## src/trs_pkg.sv

```systemverilog
// ----------------------------------------------------------------------------
// trs_pkg
// Types and constants of the threshold rate search block.
// ----------------------------------------------------------------------------
`timescale 1ns / 1ps

package trs_pkg;

  localparam int THR_W  = 12;
  localparam int RATE_W = 32;
  localparam int CFG_INDEX_W = 3;
  localparam int CFG_DATA_W  = 32;
  localparam int DIV_CNT_W   = 5;

  localparam logic [25:0] RATE_CLOCK_HZ = 26'd50000000;
  localparam logic [3:0]  ZERO_LIMIT_SCAN     = 4'd15;
  localparam logic [3:0]  ZERO_LIMIT_FALLBACK = 4'd3;
  localparam logic [THR_W-1:0] THR_MAX = '1;
  localparam logic [RATE_W-1:0] RATE_SAT = '1;
  localparam logic [DIV_CNT_W-1:0] DIV_LAST = '1;

  // Register indexes.
  localparam logic [CFG_INDEX_W-1:0] REG_RATE_GOAL   = 3'd0;
  localparam logic [CFG_INDEX_W-1:0] REG_INITIAL_THR = 3'd1;
  localparam logic [CFG_INDEX_W-1:0] REG_SCAN_START  = 3'd2;
  localparam logic [CFG_INDEX_W-1:0] REG_SCAN_END    = 3'd3;
  localparam logic [CFG_INDEX_W-1:0] REG_SCAN_STEP   = 3'd4;

  // Register reset values.
  localparam logic [RATE_W-1:0] RATE_GOAL_RST   = 32'd1000;
  localparam logic [THR_W-1:0]  INITIAL_THR_RST = 12'd320;
  localparam logic [THR_W-1:0]  SCAN_START_RST  = 12'd0;
  localparam logic [THR_W-1:0]  SCAN_END_RST    = 12'd4095;
  localparam logic [THR_W-1:0]  SCAN_STEP_RST   = 12'd16;

  // Result status codes.
  localparam logic [1:0] STATUS_CONTINUE  = 2'd0;
  localparam logic [1:0] STATUS_CROSSED   = 2'd1;
  localparam logic [1:0] STATUS_FELL_BACK = 2'd2;
  localparam logic [1:0] STATUS_EXHAUSTED = 2'd3;

  typedef struct packed {
    logic [31:0] event_count;
    logic [31:0] time_count;
  } trs_in_t;

  typedef struct packed {
    logic [THR_W-1:0]  next_threshold;
    logic [RATE_W-1:0] measured_rate;
    logic [1:0]        status;
  } trs_out_t;

  typedef enum logic [2:0] {
    ST_IDLE,
    ST_MUL,
    ST_PREP,
    ST_DIV,
    ST_UPDATE
  } trs_state_t;

  typedef struct packed {
    logic load_in;
    logic mul;
    logic prep;
    logic div_step;
    logic commit;
  } trs_cmd_t;

  typedef struct packed {
    logic sat_now;
    logic out_free;
  } trs_stat_t;

endpackage

```

## src/trs_ctrl.sv

```systemverilog
// ----------------------------------------------------------------------------
// trs_ctrl
// Sequencer: capture, multiply, divide setup, 32 divide steps unless the rate saturates, update.
// ----------------------------------------------------------------------------
`timescale 1ns / 1ps

module trs_ctrl (
  input  logic             clk,
  input  logic             rst,
  input  logic             in_valid,
  output logic             in_ready,
  input  trs_pkg::trs_stat_t stat,
  output trs_pkg::trs_cmd_t  cmd
);
  import trs_pkg::*;

  trs_state_t state, state_next;
  logic [DIV_CNT_W-1:0] div_cnt, div_cnt_next;

  always_ff @(posedge clk) begin
    if (rst) begin
      state   <= ST_IDLE;
      div_cnt <= '0;
    end else begin
      state   <= state_next;
      div_cnt <= div_cnt_next;
    end
  end

  always_comb begin
    state_next   = state;
    div_cnt_next = div_cnt;
    cmd          = '0;
    in_ready     = 1'b0;
    case (state)
      ST_IDLE: begin
        in_ready = 1'b1;
        if (in_valid) begin
          cmd.load_in = 1'b1;
          state_next  = ST_MUL;
        end
      end
      ST_MUL: begin
        cmd.mul    = 1'b1;
        state_next = ST_PREP;
      end
      ST_PREP: begin
        cmd.prep     = 1'b1;
        div_cnt_next = '0;
        // A quotient that cannot fit in 32 bits skips the divider.
        state_next   = stat.sat_now ? ST_UPDATE : ST_DIV;
      end
      ST_DIV: begin
        cmd.div_step = 1'b1;
        div_cnt_next = div_cnt + 1'b1;
        if (div_cnt == DIV_LAST) begin
          state_next = ST_UPDATE;
        end
      end
      ST_UPDATE: begin
        if (stat.out_free) begin
          cmd.commit = 1'b1;
          state_next = ST_IDLE;
        end
      end
      default: begin
        state_next = ST_IDLE;
      end
    endcase
  end

endmodule

```

## src/trs_dp.sv

```systemverilog
// ----------------------------------------------------------------------------
// trs_dp
// Datapath: configuration registers, rate multiply and serial divide,
// search state and the output register.
// ----------------------------------------------------------------------------
`timescale 1ns / 1ps

module trs_dp (
  input  logic                                clk,
  input  logic                                rst,
  input  trs_pkg::trs_in_t                    in_data,
  input  logic                                cfg_we,
  input  logic [trs_pkg::CFG_INDEX_W-1:0]     cfg_index,
  input  logic [trs_pkg::CFG_DATA_W-1:0]      cfg_data,
  input  trs_pkg::trs_cmd_t                   cmd,
  output trs_pkg::trs_stat_t                  stat,
  output logic                                out_valid,
  input  logic                                out_ready,
  output trs_pkg::trs_out_t                   out_data
);
  import trs_pkg::*;

  // Configuration.
  logic [RATE_W-1:0] rate_goal;
  logic [THR_W-1:0]  initial_thr;
  logic [THR_W-1:0]  scan_start;
  logic [THR_W-1:0]  scan_end;
  logic [THR_W-1:0]  scan_step;

  // Rate arithmetic.
  logic [31:0] event_count;
  logic [31:0] time_count;
  logic [63:0] prod;
  logic [31:0] rem;
  logic [31:0] quo;
  logic        sat;
  logic [32:0] trial;
  logic [RATE_W-1:0] rate;

  // Search state.
  logic [THR_W-1:0]  cur_thr, cur_thr_next;
  logic [THR_W-1:0]  prior_thr, prior_thr_next;
  logic [RATE_W-1:0] prior_rate, prior_rate_next;
  logic              prior_valid, prior_valid_next;
  logic [3:0]        zero_run, zero_run_next;
  logic [THR_W-1:0]  fb_thr, fb_thr_next;
  logic [RATE_W-1:0] fb_rate, fb_rate_next;
  logic              scanning, scanning_next;
  trs_out_t          result;

  always_ff @(posedge clk) begin
    if (rst) begin
      rate_goal   <= RATE_GOAL_RST;
      initial_thr <= INITIAL_THR_RST;
      scan_start  <= SCAN_START_RST;
      scan_end    <= SCAN_END_RST;
      scan_step   <= SCAN_STEP_RST;
    end else if (cfg_we) begin
      case (cfg_index)
        REG_RATE_GOAL:   rate_goal   <= cfg_data;
        REG_INITIAL_THR: initial_thr <= cfg_data[THR_W-1:0];
        REG_SCAN_START:  scan_start  <= cfg_data[THR_W-1:0];
        REG_SCAN_END:    scan_end    <= cfg_data[THR_W-1:0];
        REG_SCAN_STEP:   scan_step   <= cfg_data[THR_W-1:0];
        default: ;
      endcase
    end
  end

  // The quotient overflows 32 bits exactly when the upper product half is not
  // below the divisor; a zero time count falls in that case as well.
  assign stat.sat_now  = (prod[63:32] >= time_count);
  assign stat.out_free = !out_valid || out_ready;

  assign trial = {rem, quo[31]} - {1'b0, time_count};
  assign rate  = sat ? RATE_SAT : quo;

  always_ff @(posedge clk) begin
    if (cmd.load_in) begin
      event_count <= in_data.event_count;
      time_count  <= in_data.time_count;
    end
    if (cmd.mul) begin
      prod <= 64'(58'(event_count) * 58'(RATE_CLOCK_HZ));
    end
    if (cmd.prep) begin
      rem <= prod[63:32];
      quo <= prod[31:0];
      sat <= stat.sat_now;
    end else if (cmd.div_step) begin
      // Restoring division, one quotient bit per cycle.
      if (!trial[32]) begin
        rem <= trial[31:0];
      end else begin
        rem <= {rem[30:0], quo[31]};
      end
      quo <= {quo[30:0], !trial[32]};
    end
  end

  always_comb begin
    logic [THR_W-1:0]  thr;
    logic [RATE_W-1:0] r;
    logic              finish;
    logic              was_low;
    logic              is_low;

    thr    = cur_thr;
    r      = rate;
    finish = 1'b0;
    was_low = 1'b0;
    is_low  = 1'b0;

    cur_thr_next     = cur_thr;
    prior_thr_next   = prior_thr;
    prior_rate_next  = prior_rate;
    prior_valid_next = prior_valid;
    zero_run_next    = zero_run;
    fb_thr_next      = fb_thr;
    fb_rate_next     = fb_rate;
    scanning_next    = scanning;
    result           = '0;

    if (scanning && (({1'b0, cur_thr} + {1'b0, scan_step}) > {1'b0, scan_end})) begin
      finish = 1'b1;
      result.next_threshold = initial_thr;
      result.measured_rate  = '0;
      result.status         = STATUS_EXHAUSTED;
    end else begin
      if (rate == '0) begin
        if (!scanning) begin
          zero_run_next = zero_run + 1'b1;
        end
        if (fb_thr == '0) begin
          if (zero_run_next == ZERO_LIMIT_SCAN) begin
            scanning_next = 1'b1;
            thr           = scan_start - scan_step;
            zero_run_next = '0;
          end
        end else if (zero_run_next == ZERO_LIMIT_FALLBACK) begin
          finish = 1'b1;
          result.next_threshold = fb_thr;
          result.measured_rate  = fb_rate;
          result.status         = STATUS_FELL_BACK;
        end
      end else begin
        if (!scanning) begin
          fb_thr_next   = cur_thr;
          fb_rate_next  = rate;
          zero_run_next = '0;
        end else begin
          scanning_next = 1'b0;
        end
      end

      if (!finish) begin
        was_low = (prior_rate <= rate_goal);
        is_low  = (rate <= rate_goal);
        if (prior_valid && (was_low != is_low)) begin
          // Crossed the target: keep the lower of the two thresholds.
          if (thr > prior_thr) begin
            thr = prior_thr;
            r   = prior_rate;
          end
          finish = 1'b1;
          result.next_threshold = thr;
          result.measured_rate  = r;
          result.status         = STATUS_CROSSED;
        end else begin
          prior_thr_next   = thr;
          prior_rate_next  = rate;
          prior_valid_next = 1'b1;
          if (!scanning_next) begin
            if (rate > rate_goal) begin
              if (thr != '0) begin
                thr = thr - 1'b1;
              end
            end else if (thr != THR_MAX) begin
              thr = thr + 1'b1;
            end
          end else begin
            thr = thr + scan_step;
          end
          cur_thr_next          = thr;
          result.next_threshold = thr;
          result.measured_rate  = rate;
          result.status         = STATUS_CONTINUE;
        end
      end
    end

    if (finish) begin
      cur_thr_next     = initial_thr;
      prior_thr_next   = initial_thr;
      prior_rate_next  = '0;
      prior_valid_next = 1'b0;
      zero_run_next    = '0;
      fb_thr_next      = '0;
      fb_rate_next     = '0;
      scanning_next    = 1'b0;
    end
  end

  always_ff @(posedge clk) begin
    if (rst) begin
      cur_thr     <= INITIAL_THR_RST;
      prior_thr   <= INITIAL_THR_RST;
      prior_rate  <= '0;
      prior_valid <= 1'b0;
      zero_run    <= '0;
      fb_thr      <= '0;
      fb_rate     <= '0;
      scanning    <= 1'b0;
      out_valid   <= 1'b0;
    end else begin
      if (cmd.commit) begin
        cur_thr     <= cur_thr_next;
        prior_thr   <= prior_thr_next;
        prior_rate  <= prior_rate_next;
        prior_valid <= prior_valid_next;
        zero_run    <= zero_run_next;
        fb_thr      <= fb_thr_next;
        fb_rate     <= fb_rate_next;
        scanning    <= scanning_next;
        out_valid   <= 1'b1;
      end else if (out_ready) begin
        out_valid <= 1'b0;
      end
    end
  end

  always_ff @(posedge clk) begin
    if (cmd.commit) begin
      out_data <= result;
    end
  end

endmodule

```

## src/threshold_rate_search.sv

```systemverilog
// ----------------------------------------------------------------------------
// threshold_rate_search
// Discriminator threshold search driven by measured hit rates.
// ----------------------------------------------------------------------------
// Usage:
//   in_valid/in_ready carry one item: an event count and the 50 MHz tick count
//   of its window. out_valid/out_ready return one result item per input item:
//   the threshold to apply, the measured or chosen rate, and a status code.
//   cfg_we writes cfg_data into register cfg_index. The user must see that it
//   is used only while the block is idle; the block does not enforce this.
// Sequence:
//   An accepted item passes a multiply step, a divider setup step, the
//   restoring divider (one quotient bit per cycle) and an update step that
//   writes the output register. When the rate saturates the divider is
//   skipped. One item is in work at a time and the next one is taken in the
//   cycle after the update.
// Reset and stalls:
//   Reset loads the register defaults and restarts the search from the
//   initial threshold. A result waits in the output register while out_ready
//   is low; the next item is still accepted and computed, and its update
//   waits until the output register is free.
// ----------------------------------------------------------------------------
`timescale 1ns / 1ps

module threshold_rate_search (
  input  logic                            clk,
  input  logic                            rst,
  input  logic                            in_valid,
  output logic                            in_ready,
  input  trs_pkg::trs_in_t                in_data,
  output logic                            out_valid,
  input  logic                            out_ready,
  output trs_pkg::trs_out_t               out_data,
  input  logic                            cfg_we,
  input  logic [trs_pkg::CFG_INDEX_W-1:0] cfg_index,
  input  logic [trs_pkg::CFG_DATA_W-1:0]  cfg_data
);
  import trs_pkg::*;

  trs_cmd_t  cmd;
  trs_stat_t stat;

  trs_ctrl u_ctrl (
    .clk      (clk),
    .rst      (rst),
    .in_valid (in_valid),
    .in_ready (in_ready),
    .stat     (stat),
    .cmd      (cmd)
  );

  trs_dp u_dp (
    .clk       (clk),
    .rst       (rst),
    .in_data   (in_data),
    .cfg_we    (cfg_we),
    .cfg_index (cfg_index),
    .cfg_data  (cfg_data),
    .cmd       (cmd),
    .stat      (stat),
    .out_valid (out_valid),
    .out_ready (out_ready),
    .out_data  (out_data)
  );

endmodule

```

## config.mk

```make
export PLATFORM = sky130hd
export DESIGN_NAME = threshold_rate_search
export DESIGN_NICKNAME = d
export VERILOG_FILES = /design/src/trs_pkg.sv /design/src/trs_ctrl.sv /design/src/trs_dp.sv /design/src/threshold_rate_search.sv
export SDC_FILE = /design/constraint.sdc
export NUM_CORES = 2
export LEC_CHECK = 0
export BUFFER_PORTS_ARGS = -buffer_cell sky130_fd_sc_hd__buf_2
export CAP_MARGIN = 5
export CORE_MARGIN = 10
export CORE_UTILIZATION = 50
export DETAILED_ROUTE_END_ITERATION = 12
export PLACE_DENSITY_LB_ADDON = 0.1
export SLEW_MARGIN = 40
export SYNTH_ARGS = -nofsm -noshare
export SYNTH_HDL_FRONTEND = slang
export SYNTH_HIERARCHICAL = 1
export SYNTH_SLANG_ARGS = --single-unit
```

## constraint.sdc

```tcl
create_clock -name clk -period 6.5 [get_ports clk]
set_clock_uncertainty 0.15 [all_clocks]
set_input_delay 1.625 -clock clk [delete_from_list [all_inputs] [get_ports clk]]
set_output_delay 1.625 -clock clk [all_outputs]
set_load 0.005 [all_outputs]
```

==> flow_metrics.tcl <==
set metrics [dict create \
    status "complete, no violations" \
    fillerInstances 6133 \
    synth_edf_count 226 \
    final_nets 4774 \
    arrival_ns 6.61 \
    hp-class "reg2reg" \
    worstSetupStartpointType "flop" \
    port_buffers 151 \
    synthCells 3666 \
    cts_root_buf "clkbuf_16" \
    ios 152 \
    area_growth_pct 16.38 \
    timing.final.ws_setup_ns 0.09264 \
    gp_congestion 0.9152 \
    syn_area_per_cell_um2 9.582 \
    fmax_ghz 0.1561 \
    worst_slew_pin_slew_ns 0.8328 \
    grt_max_degree 92 \
    netlist_area_mm2 0.03513 \
    floorplan.initialDensity 0.5034 \
    grt_setup_unrepaired "yes" \
    cp_top_family "adder cells" \
    routed_wl_um 94260 \
    drtIter0Drc 1725 \
    met3_wirelength_um 4211 \
    ff2ff_setup_slack_ns 0.09 \
    synth-seq-area-share 0.3043 \
    stdcell_area_mm2 0.04088 \
    r2r_end "u_dp/prod[57]" \
    gr-total-overflow 0 \
    yosysUniqueCellTypes 96 \
    m1WireLength_um 42690 \
    crit_slowest_cell "fa_1" \
    cp_max_fo 4 \
    firstDrtPassIters 6 \
    slew_viol_final 0 \
    dieArea_mm2 0.08126 \
    synth-seq-cells 421 \
    dr_wl_met2_um 44860 \
    hold_violations 0 \
    avgRoutedWirePerCell_um 18.98 \
    htreeDepth 2 \
    final_antenna_net_count 0 \
    crit_start "u_dp/event_count[6]" \
    syn_nets 4454 \
    critPathMostFrequentCell "fa_1" \
    cts_buffers 50 \
    synthArstFlopShare 0 \
    place_area_mm2 0.03812 \
    endpoint_kind "flop" \
    n_antenna_cell 0 \
    antenna_found_initial 0 \
    reg2reg_from "u_dp/event_count[6]" \
    viasPerCell 5.388 \
    finalCritPeriodShare 0.9857 \
    cts_tree "built" \
    clk_latency_ns 0.65 \
    utilization 0.5858 \
    path_class "reg2reg" \
    cts_buffer_depth 3 \
    cts.clk_slew.worst_paths_ns 0.06 \
    maxCapViolations 0 \
    endpoint "u_dp/prod[57]" \
    drive_above_1_share 0.1654 \
    vias 26760 \
    slowest_delay_ns 0.54 \
    tns_ns 0 \
    drc_errors 0 \
    dp_hpwl_um 73070 \
    core_area_mm2 0.06979 \
    r2r_cells 24 \
    fin_crit_ns 6.407 \
    cp.depth 24 \
    max-slew-margin-rel 0.4448 \
    worstPathCellList "buf_4, buf_6, ha_4, fa_1, inv_1, fa_2, fa_1, inv_1, fa_1, inv_1, fa_1, inv_2, ha_4, a21o_1, a21o_1, a2111oi_4, o21ai_1, a41oi_2, o41a_1, o21ai_4, a31o_4, a211oi_2, o21bai_1, xnor2_1" \
    setup_violations 0 \
    cts.sinks 421 \
    hold_buffers 0 \
    required_ns 6.70 \
    preCtsSetupSlack_ns -0.4213 \
    die_w_um 285.1 \
    top_layer "met4" \
    die_h_um 285.1 \
    grt_pass1_wl_um 151000 \
    synth_flop_cell "edfxtp_1" \
    rows 97 \
    path_buf_inv 6 \
    grt_pass1_vias 27420 \
    synth_warnings 6 \
    grt_usage 0.2296 \
]
## metrics by stage
| stage | cells | hold WS [ns] |
|---|---|---|
| after global routing | 4967 | 0.3263 |
| after floorplan | 3666 | 0.2819 |
| final | 4967 | 0.3045 |
| after detailed placement | 4831 | 0.2963 |
| after global placement | 4830 | 0.2920 |
| after CTS | 4945 | 0.3047 |
## metal layers
metal,GRT usage,vias up
met3,0.02839,133
met2,0.3850,593
met5,0,-
li1,-,13280
met4,0.06567,0
met1,0.3084,12750
## tightest hold or removal path: stages (launching register included)
cell and delay, ns:
dfxtp_1 0.31, nand2_1 0.05, a21oi_1 0.05
## worst min path at each step
stage | start | end | slack (ns) | cells after the start
3_3_place_gp | u_dp/fb_rate[3] | u_dp/fb_rate[3] | 0.29 | 2
4_1_cts | u_dp/fb_rate[29] | u_dp/fb_rate[29] | 0.30 | 2
5_1_grt | u_dp/fb_rate[29] | u_dp/fb_rate[29] | 0.33 | 2
3_5_place_dp | u_dp/rate_goal[20] | u_dp/rate_goal[20] | 0.30 | 2
2_1_floorplan | u_dp/prior_thr[11] | u_dp/prior_thr[11] | 0.28 | 2
6_report | u_dp/fb_rate[29] | u_dp/fb_rate[29] | 0.30 | 2
## layout by cell type (no fill, tap or decap), drive strengths merged, types with 10 or more instances in the layout
cell,count
a2111oi,10
a211o,16
a211oi,24
a21o,92
a21oi,294
a311oi,12
a31oi,23
and2,12
and3,17
buf,403
clkbuf,70
clkinv,13
dfxtp,195
edfxtp,226
fa,271
ha,413
inv,493
mux2,36
mux2i,48
nand2,396
nand2b,23
nand3,83
nand3b,19
nand4,26
nor2,201
nor2b,27
nor3,61
nor4,15
o211ai,42
o21a,30
o21ai,130
o21bai,16
o22ai,10
o31ai,10
or3,14
xnor2,71
xor2,56
## cell families (layout without fill, tap and decap cells)
logic type / Yosys count / in the layout / synth area share
simple gates: 939 / 939 / 0.1242
compound gates: 785 / 785 / 0.1425
fa+ha+maj: 684 / 684 / 0.3015
buf+inv: 626 / 987 / 0.07056
flops: 421 / 421 / 0.3043
xor+xnor: 127 / 127 / 0.03167
mux: 84 / 84 / 0.02522
## sequential cells by signal (all words and copies together) (netlist names), 32 cells and up
signal and count:
u_dp/prod 51, u_dp/event_count 32, u_dp/time_count 32, u_dp/rem 32, u_dp/out_data 46, u_dp/fb_rate 32
u_dp/prior_rate 32, u_dp/quo 32, u_dp/rate_goal 32
## synth_stat cells (42+ instances only)
cell,count,share of area
nand3_1,83,0.012
a21o_1,90,0.019
nor3_1,61,0.0087
mux2i_1,48,0.014
fa_1,271,0.15
xnor2_1,71,0.018
nand2_1,395,0.042
inv_1,490,0.052
dfxtp_1,195,0.11
xor2_1,56,0.014
ha_1,413,0.15
o21ai_0,128,0.018
nor2_1,200,0.021
o211ai_1,42,0.0090
edfxtp_1,226,0.19
a21oi_1,293,0.042
clkbuf_1,110,0.012
## final cells by class
| class | count | area (um^2) | share of cell area |
|---|---|---|---|
| clock inverter | 23 | 344.1 | 0.008416 |
| sequential | 421 | 10690 | 0.2615 |
| timing repair buffer | 403 | 2739 | 0.06700 |
| tap | 940 | 1176 | 0.02877 |
| clock buffer | 70 | 1398 | 0.03419 |
| multi-input combinational | 2619 | 22680 | 0.5548 |
| inverter | 491 | 1852 | 0.04530 |
## what timing repair did
item / CTS / global route
gates cloned: 0 / 0
resized for setup: 70 / 61
setup buffers: 21 / 23
endpoints found under the setup margin: 13 / 15
pin swaps: 62 / 55
Power is not shown: default switching activity piles up to over one toggle a cycle in this logic, so the estimate is an artifact.
